===== src/hdl/tmvig_pkg.sv =====
// Shared types, constants and the quarter-wave sine table of the tube mesh generator.
// No dependencies; every other file but tmvig_ram imports it.
package tmvig_pkg;

	localparam int SEG_W        = 11;
	localparam int MAX_SEGMENTS = 1024;
	localparam int SINE_D       = 1024;
	localparam int PH_W         = $clog2(4 * SINE_D);
	localparam int QR_W         = $clog2(SINE_D);
	localparam int TAB_AW       = $clog2(SINE_D + 1);
	localparam int TAB_W        = 15;
	localparam int NORM_ONE     = 16384;
	localparam int NORM_SH      = 14;
	localparam int POS_W        = 33;
	localparam int MAG_PW       = 32 + TAB_W;
	localparam int GRID_W       = 2 * (SEG_W + 1);

	// Divider: DIV_STEP quotient bits per cycle, over DIV_ITERS steps.
	localparam int DIV_STEP  = 7;
	localparam int DIV_ITERS = 7;
	localparam int NUM_W     = DIV_STEP * DIV_ITERS;
	localparam int ITER_W    = $clog2(DIV_ITERS);
	localparam int PROD_W    = SEG_W + 32;

	localparam int QUEUE_DEPTH = 2;

	// Tube parts
	localparam logic [1:0] ACT_OUTER = 2'd0;
	localparam logic [1:0] ACT_INNER = 2'd1;
	localparam logic [1:0] ACT_LOW   = 2'd2;
	localparam logic [1:0] ACT_HIGH  = 2'd3;

	// Result kinds
	localparam logic [1:0] KIND_VERTEX = 2'd0;
	localparam logic [1:0] KIND_INDEX  = 2'd1;
	localparam logic [1:0] KIND_ERROR  = 2'd2;

	// Configuration register indexes
	localparam logic [2:0] CFG_OUTER_RADIUS = 3'd0;
	localparam logic [2:0] CFG_INNER_RADIUS = 3'd1;
	localparam logic [2:0] CFG_TUBE_HEIGHT  = 3'd2;
	localparam logic [2:0] CFG_SEG_BASE     = 3'd3;
	localparam logic [2:0] CFG_SEG_HEIGHT   = 3'd4;
	localparam logic [2:0] CFG_U_TILE       = 3'd5;
	localparam logic [2:0] CFG_V_TILE       = 3'd6;
	localparam logic [2:0] CFG_BASE_OFFSET  = 3'd7;

	// Result tdata layout, lowest bit first
	localparam int OUT_IDX_LO = 210;
	localparam int OUT_DATA_W = 248;

	typedef struct packed {
		logic [31:0]      outer_radius;
		logic [31:0]      inner_radius;
		logic [31:0]      tube_height;
		logic [SEG_W-1:0] seg_base;
		logic [SEG_W-1:0] seg_height;
		logic [31:0]      u_tile;
		logic [31:0]      v_tile;
		logic [30:0]      base_offset;
	} cfg_t;

	// One classified item, ready for the result sequencer.
	typedef struct packed {
		logic             err;
		logic [1:0]       act;
		logic             has_tri;
		logic             cneg;
		logic             sneg;
		logic [TAB_W-1:0] mc;
		logic [TAB_W-1:0] ms;
		logic [POS_W-1:0] xi;
		logic [POS_W-1:0] zi;
		logic [POS_W-1:0] xo;
		logic [POS_W-1:0] zo;
		logic [31:0]      y;
		logic [31:0]      tu;
		logic [31:0]      tv0;
		logic [31:0]      tv1;
		logic [31:0]      i0;
	} job_t;

	typedef logic [TAB_W-1:0] sine_tab_t [0:SINE_D];

	// Quarter-wave sine in unsigned Q1.14, built at elaboration by a Taylor product.
	function automatic sine_tab_t build_sine();
		sine_tab_t       tab;
		longint unsigned x;
		longint unsigned x2;
		longint unsigned t;
		longint unsigned s;
		longint unsigned one;
		one = 64'd1 << 30;
		for (int k = 0; k <= SINE_D; k++) begin
			x  = (longint'(k) * 64'h6487ED51 + SINE_D / 2) / SINE_D;
			x2 = (x * x) >> 30;
			t  = one;
			t  = one - ((x2 * t) >> 30) / 156;
			t  = one - ((x2 * t) >> 30) / 110;
			t  = one - ((x2 * t) >> 30) / 72;
			t  = one - ((x2 * t) >> 30) / 42;
			t  = one - ((x2 * t) >> 30) / 20;
			t  = one - ((x2 * t) >> 30) / 6;
			s  = (x * t) >> 30;
			s  = (s + 64'd32768) >> 16;
			if (s > NORM_ONE)
				s = NORM_ONE;
			tab[k] = s[TAB_W-1:0];
		end
		return tab;
	endfunction

	localparam sine_tab_t SINE_Q = build_sine();

endpackage


===== src/hdl/tmvig_back.sv =====
// Back part: walks one job into vertex, triangle index or error records, one per cycle while out_ready is high.
// Depends on tmvig_pkg.
module tmvig_back import tmvig_pkg::*; (
	input  logic                  clk,
	input  logic                  arst_n,
	input  cfg_t                  cfg,
	input  logic                  head_v,
	input  job_t                  head,
	output logic                  pop,
	output logic                  out_valid,
	input  logic                  out_ready,
	output logic [1:0]            out_kind,
	output logic [OUT_DATA_W-1:0] out_data,
	output logic                  out_last
);

	localparam int TRI_N = 6;

	// triangle corner offsets from the first vertex index
	localparam logic [2:0] OFF_ZERO  = 3'd0;
	localparam logic [2:0] OFF_ONE   = 3'd1;
	localparam logic [2:0] OFF_TWO   = 3'd2;
	localparam logic [2:0] OFF_THREE = 3'd3;
	localparam logic [2:0] OFF_S     = 3'd4;
	localparam logic [2:0] OFF_S1    = 3'd5;

	logic [2:0]  step_q;
	logic        valid_q;
	logic [1:0]  kind_q;
	logic [OUT_DATA_W-1:0] data_q;
	logic        last_q;

	logic        ld;
	logic        cap;
	logic        second;
	logic        use_outer;
	logic [2:0]  nv;
	logic [2:0]  last_step;
	logic [2:0]  k;
	logic [2:0]  code;
	logic [31:0] off;
	logic [POS_W-1:0] mx;
	logic [POS_W-1:0] mz;
	logic [15:0] cs;
	logic [15:0] sn;
	logic [POS_W-1:0] px;
	logic [31:0] py;
	logic [POS_W-1:0] pz;
	logic [15:0] nx;
	logic [15:0] ny;
	logic [15:0] nz;
	logic [31:0] tv;
	logic [31:0] idx;
	logic [1:0]  kind_c;

	function automatic logic [2:0] off_code(input logic [1:0] act, input logic [2:0] n);
		logic [2:0] c;
		c = OFF_ZERO;
		case (act)
			ACT_OUTER: case (n)
				3'd0, 3'd3: c = OFF_S1;
				3'd2:       c = OFF_S;
				3'd4:       c = OFF_ONE;
				default:    c = OFF_ZERO;
			endcase
			ACT_INNER: case (n)
				3'd0, 3'd3: c = OFF_S1;
				3'd1:       c = OFF_S;
				3'd5:       c = OFF_ONE;
				default:    c = OFF_ZERO;
			endcase
			ACT_LOW: case (n)
				3'd1:       c = OFF_ONE;
				3'd2, 3'd5: c = OFF_THREE;
				3'd3:       c = OFF_TWO;
				default:    c = OFF_ZERO;
			endcase
			default: case (n)
				3'd0:       c = OFF_ONE;
				3'd2, 3'd5: c = OFF_THREE;
				3'd4:       c = OFF_TWO;
				default:    c = OFF_ZERO;
			endcase
		endcase
		return c;
	endfunction

	assign ld  = head_v && (!valid_q || out_ready);
	assign cap = head.act[1];
	assign nv  = cap ? 3'd2 : 3'd1;
	assign last_step = head.err ? 3'd0 : (nv - 1'b1 + (head.has_tri ? 3'(TRI_N) : 3'd0));
	assign pop = ld && (step_q == last_step);
	assign second = cap && (step_q == 3'd1);
	assign use_outer = (head.act == ACT_OUTER) || second;
	assign k = step_q - nv;
	assign code = off_code(head.act, k);

	always_comb begin
		case (code)
			OFF_ONE:   off = 32'd1;
			OFF_TWO:   off = 32'd2;
			OFF_THREE: off = 32'd3;
			OFF_S:     off = 32'(cfg.seg_base);
			OFF_S1:    off = 32'(cfg.seg_base) + 32'd1;
			default:   off = 32'd0;
		endcase
	end

	// build one record from the job at the queue head
	always_comb begin
		mx = use_outer ? head.xo : head.xi;
		mz = use_outer ? head.zo : head.zi;
		cs = head.cneg ? -{1'b0, head.mc} : {1'b0, head.mc};
		sn = head.sneg ? -{1'b0, head.ms} : {1'b0, head.ms};
		px = '0; py = '0; pz = '0; nx = '0; ny = '0; nz = '0;
		tv = '0; idx = '0;
		if (head.err) begin
			kind_c = KIND_ERROR;
		end else if (step_q < nv) begin
			kind_c = KIND_VERTEX;
			px  = head.cneg ? -mx : mx;
			pz  = head.sneg ? -mz : mz;
			py  = head.y;
			tv  = second ? head.tv1 : head.tv0;
			idx = head.i0 + (second ? 32'd1 : 32'd0);
			if (cap) begin
				ny = (head.act == ACT_HIGH) ? 16'(NORM_ONE) : -16'(NORM_ONE);
			end else if (head.act == ACT_INNER) begin
				nx = -cs;
				nz = -sn;
			end else begin
				nx = cs;
				nz = sn;
			end
		end else begin
			kind_c = KIND_INDEX;
			idx    = head.i0 + off;
		end
	end

	always_ff @(posedge clk or negedge arst_n) begin
		if (!arst_n) begin
			step_q  <= '0;
			valid_q <= 1'b0;
		end else begin
			if (ld)
				valid_q <= 1'b1;
			else if (out_ready)
				valid_q <= 1'b0;
			if (pop)
				step_q <= '0;
			else if (ld)
				step_q <= step_q + 1'b1;
		end
	end

	always_ff @(posedge clk) begin
		if (ld) begin
			kind_q <= kind_c;
			last_q <= (step_q == last_step);
			data_q <= {6'd0, idx, tv,
				(kind_c == KIND_VERTEX) ? head.tu : 32'd0,
				nz, ny, nx, pz, py, px};
		end
	end

	assign out_valid = valid_q;
	assign out_kind  = kind_q;
	assign out_data  = data_q;
	assign out_last  = last_q;

endmodule


===== config.mk =====
export PLATFORM = sky130hd
export DESIGN_NAME = tmvig_back
export DESIGN_NICKNAME = d
export VERILOG_FILES = /design/src/hdl/tmvig_pkg.sv /design/src/hdl/tmvig_back.sv
export SDC_FILE = /design/constraint.sdc
export NUM_CORES = 1
export LEC_CHECK = 0
export ABC_AREA = 0
export BUFFER_PORTS_ARGS = -buffer_cell sky130_fd_sc_hd__buf_4
export CAP_MARGIN = 20
export CORE_AREA = 2 2 308 310
export CTS_CLUSTER_SIZE = 8
export DETAILED_ROUTE_END_ITERATION = 7
export DIE_AREA = 0 0 310 312
export GPL_ROUTABILITY_DRIVEN = 0
export PLACE_DENSITY = 0.48
export SYNTH_ARGS = -nofsm -noshare
export SYNTH_HDL_FRONTEND = slang
export SYNTH_SLANG_ARGS = --single-unit

===== constraint.sdc =====
create_clock -name clk -period 9.15 [get_ports clk]
set_input_delay 1.3725 -clock clk [delete_from_list [all_inputs] [get_ports clk]]
set_output_delay 1.3725 -clock clk [all_outputs]
set_load 0.01 [all_outputs]

==> summary.md <==
| Metric | Value |
|---|---|
| Worst min path class | flop to flop |
| Final period util | 72.0% |
| Clock root cell | clkbuf_16 |
| Total CTS buffers | 37 |
| Post-CTS setup buffer count | 0 |
| Initial Utilization | 15.9% |
| Worst-Margin Slew | roughly 960 ps |
| Synth Area in Adders | 2.22% |
| Avg Cell Area, Syn | 9.88 um2 |
| # DRC | 0 |
| Vias per inst | 4.11 |
| Post-DRT Antenna Nets | 0 |
| Share of cells above drive strength 1 | 32.7% |
| Tmin final | roughly 6600 ps |
| Main combinational cell family by area after synthesis | simple AND/OR/NAND/NOR gates |
| Synth warn | 0 |
| # rows | about 110 |
| Initial antenna violation count | 6 |
| Gr usage total | 13.3% |
| Die width | 310 um |
| Compound-Gate Fraction of Synth Area | about an eighth |
| Clk_lat worst skew | 560 ps |
| Cell Pwr Density | 190 nW/um2 |
| Synth top area share | a little under half |
| Max IR drop VDD | 118 uV |
| Critical Path RT | 9440 ps |
| Routed len/inst | 20.4 um |
| Multiplexer share of the synthesized area | under 10% |
| Port Buffers | 575 |
| Post-cts resize count | 0 |
| Vias | 13600 |
| Drt first pass iters | 5 |
| Worst Setup Path Type | primary input to flop |
| Post-synth cell types | 82 |
| Largest cells by area after synthesis | edfxtp_1 47%, xnor2_1 5.4%, nor2_1 4.3% |
| Static leakage | 8.56 nW |
| Post-synth EDFFs | roughly 230 |
| Area of the mapped netlist | between 10000 and 15000 um2 |
| H-tree Lvls | 2 |
| Most common flop cell mapped by yosys | edfxtp_1 |
| Hold-fix buffer count after cts | 0 |
| Synth Area in Simple Gates | 20.3% |
| TritonCTS clock tree | built |
| Async SR Flop Fraction | around 1.7% |
| Cell taking the most area after synthesis | edfxtp_1 |
| Max_cap viols | 0 |
| Crit-path cells | buf_4 -> clkinv_1 -> ha_1 -> fa_1 -> xor2_1 -> o21ai_0 -> o21ai_0 -> o2bb2ai_1 -> buf_4 -> nor4b_1 -> a31oi_1 -> a41o_1 -> ha_1 -> nand2_1 -> o21ai_0 -> a32oi_1 -> o21a_1 -> nor3b_1 -> mux2_2 |
| Outcome | finished clean |
| Fin Clk Skew | 26.7 ps |
| Slowest stage cell on the critical path | nor4b_1 |
| Final Util | a little under a quarter |
| Post-Synth XOR/XNOR Area | 8.35% |
| CP Capture Type | flop |
| RSZ-0062 raised after global routing | no |
| Total Die Area | 96700 um2 |
| Clock transition at the registers of the reported paths | 50 ps |
| Slew Viols, Final | 0 |
| Routed WL | just under 70 mm |
| CP dominant cell by count | o21ai_0 |
| Worst slew margin | 36.0% |
| First-pass GRT wire length | 94.6 mm |
| Crit path max fanout | 18 |
| Placeable Area | 93000 um2 |
| Total negative slack | 0 ps |
| Cells after Synth | ~1500 |
| CTS Sinks | between 200 and 250 |
| Largest net degree at the start of global routing | about 110 |
| Max incr delay on CP | about 640 ps |
| Hold Fails Final Rpt | 0 |
| Register bit total from synthesis | between 200 and 250 |
| Hold Slack | around 530 ps |
| DR iter-0 viols | 795 |
| Die H | 312 um |
| Vias in the first global route | 13600 |
| Remaining Overflow, GRT | 0 |
| Startpoint Class | primary input |
| Final setup viols | 0 |
| WP data arrival | 6880 ps |
| Register area share after synthesis | 47.7% |
| I/O Pins | 798 |
| Fmax | 152 MHz |
| Layout Nets | between 2000 and 3000 |
| Final HPWL DP | 52.2 mm |
| P&R area growth vs syn | 45.0% |
| Maximum clock path buffer count | 3 |
[stage by stage]
step / power, W / worst slack [ps] / instance area, um2 / cells
6_report: 0.00407 / 2560 / 21400 / 3308
5_1_grt: 0.00431 / 2070 / 21400 / 3305
4_1_cts: 0.00416 / 2650 / 21400 / 3305
3_5_place_dp: 0.00279 / 2090 / 20300 / 3251
3_3_place_gp: 0.00279 / 1910 / 20300 / 3250
2_1_floorplan: 0.00218 / 981 / 14800 / 1513
[routing by layer]
metal | track usage [%] | share of wire, % | up-vias
met5 | 0 | 0.077 | -
met4 | 3.10 | 1.7 | 8
met3 | 5.93 | 12 | 69
met2 | 20.9 | 44 | 543
met1 | 16.6 | 42 | 6499
li1 | - | - | 6483
[worst max-delay path: cells and delay by family]
family / cells / cell delay, ps
xor+xnor: 1 / 320
buf+inv: 3 / 730
simple gates: 3 / 1030
fa+ha+maj: 3 / 1060
compound gates: 8 / 1980
mux: 1 / 370
[cell usage after synthesis (15+ instances only)]
cell	number
edfxtp_1	231
xor2_1	46
nor2_1	168
o21ai_0	69
xnor2_1	91
clkbuf_1	64
or3_1	25
nor3_1	50
nand3_1	25
and2_1	72
o31ai_1	28
nand2_1	157
o41ai_1	15
nand4_1	16
mux2i_1	59
nor4_1	18
ha_1	23
inv_1	25
a21oi_1	85
buf_4	21
[cells in the final DEF (no fill, tap or decap), drive strengths merged, types with 8 or more instances in the layout]
| cell type | n |
|---|---|
| buf | 593 |
| edfxtp | 231 |
| nor2 | 169 |
| nand2 | 157 |
| xnor2 | 91 |
| a21oi | 85 |
| o21ai | 73 |
| and2 | 72 |
| mux2i | 59 |
| nor3 | 50 |
| xor2 | 48 |
| clkbuf | 48 |
| o31ai | 28 |
| or3 | 28 |
| inv | 26 |
| nand3 | 25 |
| ha | 23 |
| conb | 20 |
| nor4 | 18 |
| o41ai | 18 |
| nand4 | 17 |
| or4 | 14 |
| a31oi | 13 |
| nand2b | 13 |
| a211oi | 11 |
| and3 | 10 |
| nor2b | 10 |
| mux2 | 8 |
[cells by family after synthesis]
group                    count (synthesis)
other                                    1
buffers and inverters                  135
AO/OA/AOI/OAI                          280
adder cells (fa/ha/maj)                 25
flip-flops                             235
multiplexers                            68
XOR/XNOR                               139
AND/OR/NAND/NOR                        611
[worst paths after layout]
path | from | to | slack, ps | cells past startpoint
worst max register to register | step_q[0]$_DFFE_PN0P_ | out_data[241]$_SDFFCE_PP0P_ | 3510 | 18
worst min register to register | out_valid$_DFFE_PN0P_ | out_valid$_DFFE_PN0P_ | 530 | 2
min in group asynchronous | arst_n | step_q[1]$_DFFE_PN0P_ | 620 | 1
worst min-delay path | out_valid$_DFFE_PN0P_ | out_valid$_DFFE_PN0P_ | 530 | 2
worst max-delay path | head[326] | out_data[241]$_SDFFCE_PP0P_ | 2560 | 19
max in group asynchronous | arst_n | out_valid$_DFFE_PN0P_ | 8400 | 1
[where the power goes]
part | internal [W] | total, W | leakage, nW | switching [W]
Combinational | 0.000541 | 0.00133 | 5.71 | 0.000793
Sequential | 0.00136 | 0.00140 | 2.33 | 0.0000448
Clock | 0.000789 | 0.00133 | 0.524 | 0.000542
Total | 0.00269 | 0.00407 | 8.56 | 0.00138
[registers in the layout, summed over array words and instances, names as in the netlist]
name	cells
step_q	3
out_last	1
out_valid	1
out_kind	2
out_data	228
[layout make-up]
| type | instances | area [um2] |
|---|---|---|
| clock inverter | 6 | 78.8 |
| tap | 1254 | 1570 |
| clock buffer | 48 | 998 |
| antenna | 3 | 7.51 |
| multi-input combinational | 1143 | 7150 |
| timing repair buffer | 593 | 4450 |
| fill | 10300 | 71700 |
| sequential | 235 | 7040 |
| inverter | 26 | 105 |
Power figures use the tool's default switching activity.
