==> src/hdl/tmvig_pkg.sv <==
// Shared types, constants and the quarter-wave sine table of the tube mesh generator.
// No dependencies; every other file but tmvig_ram imports it.
package tmvig_pkg;

	localparam int SEG_W        = 11;
	localparam int MAX_SEGMENTS = 1024;
	localparam int SINE_D       = 1024;
	localparam int PH_W         = $clog2(4 * SINE_D);
	localparam int QR_W         = $clog2(SINE_D);
	localparam int TAB_AW       = $clog2(SINE_D + 1);
	localparam int TAB_W        = 15;
	localparam int NORM_ONE     = 16384;
	localparam int NORM_SH      = 14;
	localparam int POS_W        = 33;
	localparam int MAG_PW       = 32 + TAB_W;
	localparam int GRID_W       = 2 * (SEG_W + 1);

	// Divider: DIV_STEP quotient bits per cycle, over DIV_ITERS steps.
	localparam int DIV_STEP  = 7;
	localparam int DIV_ITERS = 7;
	localparam int NUM_W     = DIV_STEP * DIV_ITERS;
	localparam int ITER_W    = $clog2(DIV_ITERS);
	localparam int PROD_W    = SEG_W + 32;

	localparam int QUEUE_DEPTH = 2;

	// Tube parts
	localparam logic [1:0] ACT_OUTER = 2'd0;
	localparam logic [1:0] ACT_INNER = 2'd1;
	localparam logic [1:0] ACT_LOW   = 2'd2;
	localparam logic [1:0] ACT_HIGH  = 2'd3;

	// Result kinds
	localparam logic [1:0] KIND_VERTEX = 2'd0;
	localparam logic [1:0] KIND_INDEX  = 2'd1;
	localparam logic [1:0] KIND_ERROR  = 2'd2;

	// Configuration register indexes
	localparam logic [2:0] CFG_OUTER_RADIUS = 3'd0;
	localparam logic [2:0] CFG_INNER_RADIUS = 3'd1;
	localparam logic [2:0] CFG_TUBE_HEIGHT  = 3'd2;
	localparam logic [2:0] CFG_SEG_BASE     = 3'd3;
	localparam logic [2:0] CFG_SEG_HEIGHT   = 3'd4;
	localparam logic [2:0] CFG_U_TILE       = 3'd5;
	localparam logic [2:0] CFG_V_TILE       = 3'd6;
	localparam logic [2:0] CFG_BASE_OFFSET  = 3'd7;

	// Result tdata layout, lowest bit first
	localparam int OUT_IDX_LO = 210;
	localparam int OUT_DATA_W = 248;

	typedef struct packed {
		logic [31:0]      outer_radius;
		logic [31:0]      inner_radius;
		logic [31:0]      tube_height;
		logic [SEG_W-1:0] seg_base;
		logic [SEG_W-1:0] seg_height;
		logic [31:0]      u_tile;
		logic [31:0]      v_tile;
		logic [30:0]      base_offset;
	} cfg_t;

	// One classified item, ready for the result sequencer.
	typedef struct packed {
		logic             err;
		logic [1:0]       act;
		logic             has_tri;
		logic             cneg;
		logic             sneg;
		logic [TAB_W-1:0] mc;
		logic [TAB_W-1:0] ms;
		logic [POS_W-1:0] xi;
		logic [POS_W-1:0] zi;
		logic [POS_W-1:0] xo;
		logic [POS_W-1:0] zo;
		logic [31:0]      y;
		logic [31:0]      tu;
		logic [31:0]      tv0;
		logic [31:0]      tv1;
		logic [31:0]      i0;
	} job_t;

	typedef logic [TAB_W-1:0] sine_tab_t [0:SINE_D];

	// Quarter-wave sine in unsigned Q1.14, built at elaboration by a Taylor product.
	function automatic sine_tab_t build_sine();
		sine_tab_t       tab;
		longint unsigned x;
		longint unsigned x2;
		longint unsigned t;
		longint unsigned s;
		longint unsigned one;
		one = 64'd1 << 30;
		for (int k = 0; k <= SINE_D; k++) begin
			x  = (longint'(k) * 64'h6487ED51 + SINE_D / 2) / SINE_D;
			x2 = (x * x) >> 30;
			t  = one;
			t  = one - ((x2 * t) >> 30) / 156;
			t  = one - ((x2 * t) >> 30) / 110;
			t  = one - ((x2 * t) >> 30) / 72;
			t  = one - ((x2 * t) >> 30) / 42;
			t  = one - ((x2 * t) >> 30) / 20;
			t  = one - ((x2 * t) >> 30) / 6;
			s  = (x * t) >> 30;
			s  = (s + 64'd32768) >> 16;
			if (s > NORM_ONE)
				s = NORM_ONE;
			tab[k] = s[TAB_W-1:0];
		end
		return tab;
	endfunction

	localparam sine_tab_t SINE_Q = build_sine();

endpackage

==> src/hdl/tmvig_queue.sv <==
// Short job queue between the classifying front and the result sequencer.
// Depends on tmvig_pkg.
module tmvig_queue import tmvig_pkg::*; (
	input  logic clk,
	input  logic arst_n,
	input  logic push,
	input  job_t push_job,
	output logic push_rdy,
	input  logic pop,
	output logic head_v,
	output job_t head
);

	localparam int PTR_W = $clog2(QUEUE_DEPTH);

	job_t             mem_q [QUEUE_DEPTH];
	logic [PTR_W-1:0] wr_q;
	logic [PTR_W-1:0] rd_q;
	logic [PTR_W:0]   cnt_q;
	logic             do_push;
	logic             do_pop;

	assign push_rdy = (cnt_q != (PTR_W + 1)'(QUEUE_DEPTH));
	assign head_v   = (cnt_q != '0);
	assign head     = mem_q[rd_q];
	assign do_push  = push && push_rdy;
	assign do_pop   = pop && head_v;

	always_ff @(posedge clk or negedge arst_n) begin
		if (!arst_n) begin
			wr_q  <= '0;
			rd_q  <= '0;
			cnt_q <= '0;
		end else begin
			if (do_push)
				wr_q <= (wr_q == PTR_W'(QUEUE_DEPTH - 1)) ? '0 : wr_q + 1'b1;
			if (do_pop)
				rd_q <= (rd_q == PTR_W'(QUEUE_DEPTH - 1)) ? '0 : rd_q + 1'b1;
			if (do_push && !do_pop)
				cnt_q <= cnt_q + 1'b1;
			else if (do_pop && !do_push)
				cnt_q <= cnt_q - 1'b1;
		end
	end

	always_ff @(posedge clk) begin
		if (do_push)
			mem_q[wr_q] <= push_job;
	end

endmodule

==> config.mk <==
export PLATFORM = sky130hd
export DESIGN_NAME = tmvig_queue
export DESIGN_NICKNAME = d
export VERILOG_FILES = /design/src/hdl/tmvig_pkg.sv /design/src/hdl/tmvig_queue.sv
export SDC_FILE = /design/constraint.sdc
export NUM_CORES = 1
export LEC_CHECK = 0
export BUFFER_PORTS_ARGS = -buffer_cell sky130_fd_sc_hd__buf_2
export CAP_MARGIN = 20
export CORE_AREA = 4 4 252 254
export DETAILED_ROUTE_END_ITERATION = 16
export DIE_AREA = 0 0 256 258
export PLACE_DENSITY = 0.65
export SLEW_MARGIN = 20
export SYNTH_ARGS = -nofsm -noshare
export SYNTH_HDL_FRONTEND = slang
export SYNTH_SLANG_ARGS = --single-unit
==> constraint.sdc <==
create_clock -name clk -period 16.65 [get_ports clk]
set_input_delay 0.8325 -clock clk [delete_from_list [all_inputs] [get_ports clk]]
set_output_delay 0.8325 -clock clk [all_outputs]
set_load 0.01 [all_outputs]
==> impl_metrics.ini, run 1 <==
[pwr]
static-leakage-power_nw = 12.50
power.ir.vdd_worst_mv = 0.1147
p_per_area_nw_per_um2 = 181.7

[layout]
fillerInstances = 4968
post_route_cells_drive_above_1_share_pct = 60.86
area_delta_synth_final_pct = 23.40
final_nets = 2082

[yosys]
synth_area_um2 = 25430
netlist.area_leader.share_pct = 77.47
netlist_top_cells_count = sky130_fd_sc_hd__edfxtp_1, sky130_fd_sc_hd__mux2_4, sky130_fd_sc_hd__buf_12
async_flop_share_pct = 0.6061
dominantRegCellSynth = sky130_fd_sc_hd__edfxtp_1
cells_taking_the_most_area_after_synthesis = sky130_fd_sc_hd__edfxtp_1, sky130_fd_sc_hd__mux2_4, sky130_fd_sc_hd__buf_12
post-synth-top-area-cell = sky130_fd_sc_hd__edfxtp_1
synth-seq-cells = 660
synth.avg_cell_area_um2 = 24.47
ys_types = 17
ys_warn_count = 0
synth_cells = 1039
synth.most_common_cell = sky130_fd_sc_hd__edfxtp_1
yosysSeqAreaShare_pct = 77.87
post_synth_edffs = 656
synth.net_count = 1372

[setup_path]
crit_path_start = rd_q
timing.critical_path.slowest_cell_delay_ns = 0.99
criticalPathCategory = reg2out
critical_path.max_fanout = 59
total_buffers_and_inverters_traversed_by_the_critical_path = 4
crit_path_frequent_cell = sky130_fd_sc_hd__buf_4
critPathTopFamily = buffers and inverters
worstReg2RegStart = cnt_q[0]
critical_path_cell_count = 5
rr_worst_depth = 4
crit_required_ns = 15.82
arrival_ns = 4.91
slowest_stage = sky130_fd_sc_hd__buf_4
crit_path_cell_trace = buf_4 > buf_4 > buf_4 > mux2_4 > buf_2
cp-start-kind = register
endpoint_type_of_the_worst_setup_path = output pin

[min_path]
hold_path_depth = 1
min_from = push_job[117]
hold_path_class = in2reg

[clocking]
h-tree-depth = 3
root_buffer = sky130_fd_sc_hd__clkbuf_16
cts.path.max_buffers = 3
worst_setup_hold_path_clk_slew_ns = 0.06
tritoncts.num_buffers = 70
clock-sinks = 660
resize_count_post_cts = 0
tritoncts = yes
worstSkewPairLatency_ns = 0.60

[drt]
drt_drc_violations_left = 0
detailedRoute.firstIterationViolations = 663
drt_wl_total_mm = 58.33
post_drt_via_cell_ratio = 4.774
dr_total_vias = 12465
route.detailed.wl_per_inst_um = 22.34
drt_first_pass_iters = 4
route.antenna.remaining_nets = 0

[sta]
finalSetupViolCount = 0
rsz_0062_raised_after_global_routing = no
fin_tns_setup_ns = 0
post-route-period-util_pct = 34.49
final.setup.worst_slack_ns = 10.91
max_clock_freq_ghz = 0.1741
timing.slew.headroom_pct = 25.91
worst_pin_slew_ns = 1.111
timing_hold_violations_final = 0
final_critical_period_ns = 5.743
final_worst_clock_skew_ns = 0.01870
drv_slew = 0

[floorplanning]
die_height_um = 258
top_level_ports = 662
initial_utilization_pct = 41.51
die_width_um = 256
design.core.area_um2 = 61260
core.rowCount = 91
dieArea_um2 = 66050

[global_routing]
antenna_found_initial = 23
grt_util_all_layers_pct = 16.95
grt_pass1_wl_mm = 84.21
gr-total-overflow = 0
grt_max_degree = 128
grt_pass1_vias = 13250

[status]
status = complete, no violations

[place]
portBuffers = 661
place_congestion = 0.8024
detailedPlacementHpwl_mm = 41.47
dpl_worst_slack_ns = 11.51

[run]
timing.max_cap.violations = 0
final timing paths:
| check | slack (ns) | end |
|---|---|---|
| min in group asynchronous | 0.66 | wr_q |
| max reg2reg | 12.97 | mem_q[1][244] |
| min | 0.42 | mem_q[0][117] |
| max | 10.91 | head[18] |
| max in group asynchronous | 15.85 | rd_q |
| min reg2reg | 0.51 | cnt_q[1] |
cell type report:
type / count / area (um^2) / area share [%]
inverters: 1 / 3.754 / 0.01196
repair buffers: 675 / 3432 / 10.94
clock buffers: 92 / 1866 / 5.945
multi-input cells: 341 / 4933 / 15.72
well taps: 790 / 988.4 / 3.150
diodes: 17 / 42.54 / 0.1356
flip-flops and latches: 660 / 19800 / 63.11
clock inverters: 35 / 309.0 / 0.9849
routing by layer:
metal  vias up  global-route usage, %  share of wire (%)
met1      6187                  18.58                 36
met5         -                      0               0.15
li1       5623                      -                  -
met3       115                  6.982                9.6
met4        14                  6.857                3.2
met2       526                  29.37                 51
report_power, final:
group	internal [W]	switching, W	total (W)
Clock	0.000846	0.000620	0.00147
Sequential	0.00228	0.000112	0.00239
Combinational	0.000888	0.000960	0.00185
Total	0.00401	0.00169	0.00570
kinds of logic after synthesis:
group	after synthesis	share of synthesized area (%)
xor gates and xnor gates	5	0.1723
adders and majority gates	1	0.04920
buffers and inverters	38	2.780
DFF	660	77.87
muxes	328	19.00
and+or+nand+nor	7	0.1329
layout by cell type, fill, tap and decap left out, types with 2 or more instances in the layout:
master / count
sky130_fd_sc_hd__buf_2: 661
sky130_fd_sc_hd__buf_4: 11
sky130_fd_sc_hd__bufinv_16: 3
sky130_fd_sc_hd__clkbuf_1: 20
sky130_fd_sc_hd__clkbuf_16: 71
sky130_fd_sc_hd__clkinv_1: 15
sky130_fd_sc_hd__clkinv_2: 6
sky130_fd_sc_hd__clkinv_8: 2
sky130_fd_sc_hd__dfrtp_1: 3
sky130_fd_sc_hd__diode_2: 17
sky130_fd_sc_hd__edfxtp_1: 656
sky130_fd_sc_hd__inv_16: 2
sky130_fd_sc_hd__inv_6: 5
sky130_fd_sc_hd__mux2_2: 25
sky130_fd_sc_hd__mux2_4: 303
sky130_fd_sc_hd__nand2_1: 2
sky130_fd_sc_hd__xnor2_1: 3
sky130_fd_sc_hd__xor2_1: 2
stage by stage:
stage	cells	util, %	power [W]	hold slack [ns]	cell area (um^2)
3_3_place_gp	2466	47.58	0.004274	0.4770	29150
6_report	2611	51.22	0.005703	0.4226	31380
4_1_cts	2594	51.15	0.005789	0.3666	31330
5_1_grt	2604	51.19	0.005973	0.3766	31360
3_5_place_dp	2466	47.58	0.004302	0.4903	29150
2_1_floorplan	1039	-	0.003935	0.4559	25430
state kept, by name, indices dropped and copies added, names as in the netlist:
register  flops
mem_q       656
cnt_q         2
rd_q          1
wr_q          1
repair_timing:
item                      in CTS  in global routing
buffers inserted               0                  0
hold endpoints to repair       4                  0
hold buffers                   1                  0
No activity file was read; power rests on OpenSTA's default activity.
==> run 2, diff against run 1 <==
--- a/config.mk
+++ b/config.mk
@@ -7,9 +7,9 @@
 export LEC_CHECK = 0
 export BUFFER_PORTS_ARGS = -buffer_cell sky130_fd_sc_hd__buf_2
 export CAP_MARGIN = 20
-export CORE_AREA = 4 4 252 254
+export CORE_AREA = 4 4 257 259
 export DETAILED_ROUTE_END_ITERATION = 16
-export DIE_AREA = 0 0 256 258
+export DIE_AREA = 0 0 261 263
 export PLACE_DENSITY = 0.65
 export SLEW_MARGIN = 20
 export SYNTH_ARGS = -nofsm -noshare
==> constraint.sdc (replaced) <==
create_clock -name clk -period 5.1 [get_ports clk]
set_input_delay 0.255 -clock clk [delete_from_list [all_inputs] [get_ports clk]]
set_output_delay 0.255 -clock clk [all_outputs]
set_load 0.01 [all_outputs]
==> impl_metrics.ini, run 2 (same netlist as run 1, synthesis figures left out) <==
[drt]
drt_first_pass_iters = 4
route.detailed.wl_per_inst_um = 20.51
drt_wl_total_mm = 61.60
route.antenna.remaining_nets = 0
detailedRoute.firstIterationViolations = 847
drt_drc_violations_left = 0
post_drt_via_cell_ratio = 4.556
dr_total_vias = 13686

[min_path]
hold_path_end = mem_q[1][254]
hold_path_depth = 2
min_from = push_job[254]
hold_path_class = in2reg

[clocking]
postCtsSetupRepairBufs = 0
tritoncts = yes
tritoncts.num_buffers = 73
clock-sinks = 660
h-tree-depth = 3
resize_count_post_cts = 0
cts.hold.buffers_added = 332
worst_setup_hold_path_clk_slew_ns = 0.06
worstSkewPairLatency_ns = 0.59
cts.path.max_buffers = 3
root_buffer = sky130_fd_sc_hd__clkbuf_16

[layout]
largest-register = mem_q
final_design_area_no_fill_um2 = 34960
seq_area_um2 = 19800
final_nets = 2417
post_route_cells_drive_above_1_share_pct = 51.80
layout_common_cells = sky130_fd_sc_hd__buf_2, sky130_fd_sc_hd__edfxtp_1, sky130_fd_sc_hd__dlygate4sd3_1, sky130_fd_sc_hd__mux2_4, sky130_fd_sc_hd__clkbuf_16
fillerInstances = 4904
multiInputGateArea_um2 = 4949
area_delta_synth_final_pct = 37.48
largest_registers = mem_q: 656 flops, cnt_q: 2 flops
most_common_cell_after_layout_fill_and_taps_aside = sky130_fd_sc_hd__buf_2
largest_register_ffs = 656

[setup_path]
worstReg2RegStart = cnt_q[0]
endpoint_type_of_the_worst_setup_path = output pin
arrival_ns = 2.77
rr_worst_depth = 3
crit_required_ns = 4.85
r2r-end = mem_q[1][67]
reg2reg_setup_slack_ns = 2.63
cp-start-kind = register
critical_path.max_fanout = 68
crit_path_cell_trace = buf_12 > mux2_2 > buf_2
slowest_stage = sky130_fd_sc_hd__dfrtp_4
criticalPathCategory = reg2out
timing.critical_path.slowest_cell_delay_ns = 1.02

[place]
place_congestion = 0.7772
portBuffers = 661
detailedPlacementHpwl_mm = 40.36
post_place_cell_area_um2 = 29340

[floorplanning]
top_level_ports = 662
initial_utilization_pct = 39.80
die_height_um = 263
design.core.area_um2 = 63880
core.rowCount = 93
die_width_um = 261
dieArea_um2 = 68640

[sta]
post-route-period-util_pct = 59.23
max_clock_freq_ghz = 0.3310
worst_pin_slew_ns = 1.018
rsz_0062_raised_after_global_routing = no
timing.slew.headroom_pct = 32.13
fin_tns_setup_ns = 0
final_worst_clock_skew_ns = 0.01775
final.hold.worst_slack_ns = 0.3830
finalSetupViolCount = 0
final_critical_period_ns = 3.021
drv_slew = 0
timing_hold_violations_final = 0

[status]
status = complete, no violations

[pwr]
static-leakage-power_nw = 13.98
p_per_area_nw_per_um2 = 545.4
power.ir.vdd_worst_mv = 0.3862

[global_routing]
grt_pass1_vias = 15076
gr-total-overflow = 0
antenna_found_initial = 11
grt_max_degree = 123
grt_util_all_layers_pct = 17.20
grt_pass1_wl_mm = 90.11

[run]
timing.max_cap.violations = 0
-- run 2: metal layers --
| layer | up-vias | global-route usage [%] | part of all wire [%] |
|---|---|---|---|
| met5 | - | 0 | 0.057 |
| met4 | 6 | 6.061 | 3.0 |
| li1 | 6269 | - | - |
| met1 | 6770 | 19.39 | 37 |
| met2 | 520 | 30.61 | 52 |
| met3 | 121 | 5.493 | 8.3 |
-- run 2: worst max path at each step --
stage                         from  cells past startpoint            end  slack [ns]
after floorplan           cnt_q[0]                      3    mem_q[0][0]       -0.78
after global placement    cnt_q[0]                      3   mem_q[1][67]        2.60
after detailed placement  cnt_q[0]                      3  mem_q[1][275]        2.58
after CTS                     rd_q                      3      head[146]        1.97
after global routing          rd_q                      3       head[12]        1.92
final                         rd_q                      3      head[289]        2.08
-- run 2: layout make-up --
type,count,area share [%]
flip-flops and latches,660,56.65
repair buffers,1007,19.56
diodes,8,0.05727
inverters,1,0.01074
clock buffers,88,5.509
multi-input cells,341,14.16
well taps,855,3.060
clock inverters,44,0.9986
-- run 2: power by group --
group,total [W],switching (W),internal [W]
logic,0.00628,0.00320,0.00308
clock network,0.00499,0.00211,0.00287
registers,0.00781,0.000383,0.00742
-- run 2: worst max-delay path: cells and delay by family, from the launching register on --
kind	cells	cell delay [ns]
muxes	1	0.41
buffers and inverters	2	0.64
DFF	1	1.02
-- run 2: metrics by stage --
step                      instances  util, %  setup WS (ns)  total power [W]
after global placement         2532    45.93          2.601          0.01397
final                          3004    54.72          2.079          0.01907
after global routing           3001    54.71          1.925          0.01991
after CTS                      2996    54.69          1.974          0.01931
after detailed placement       2532    45.93          2.577          0.01407
after floorplan                1039        -        -0.7790          0.01245
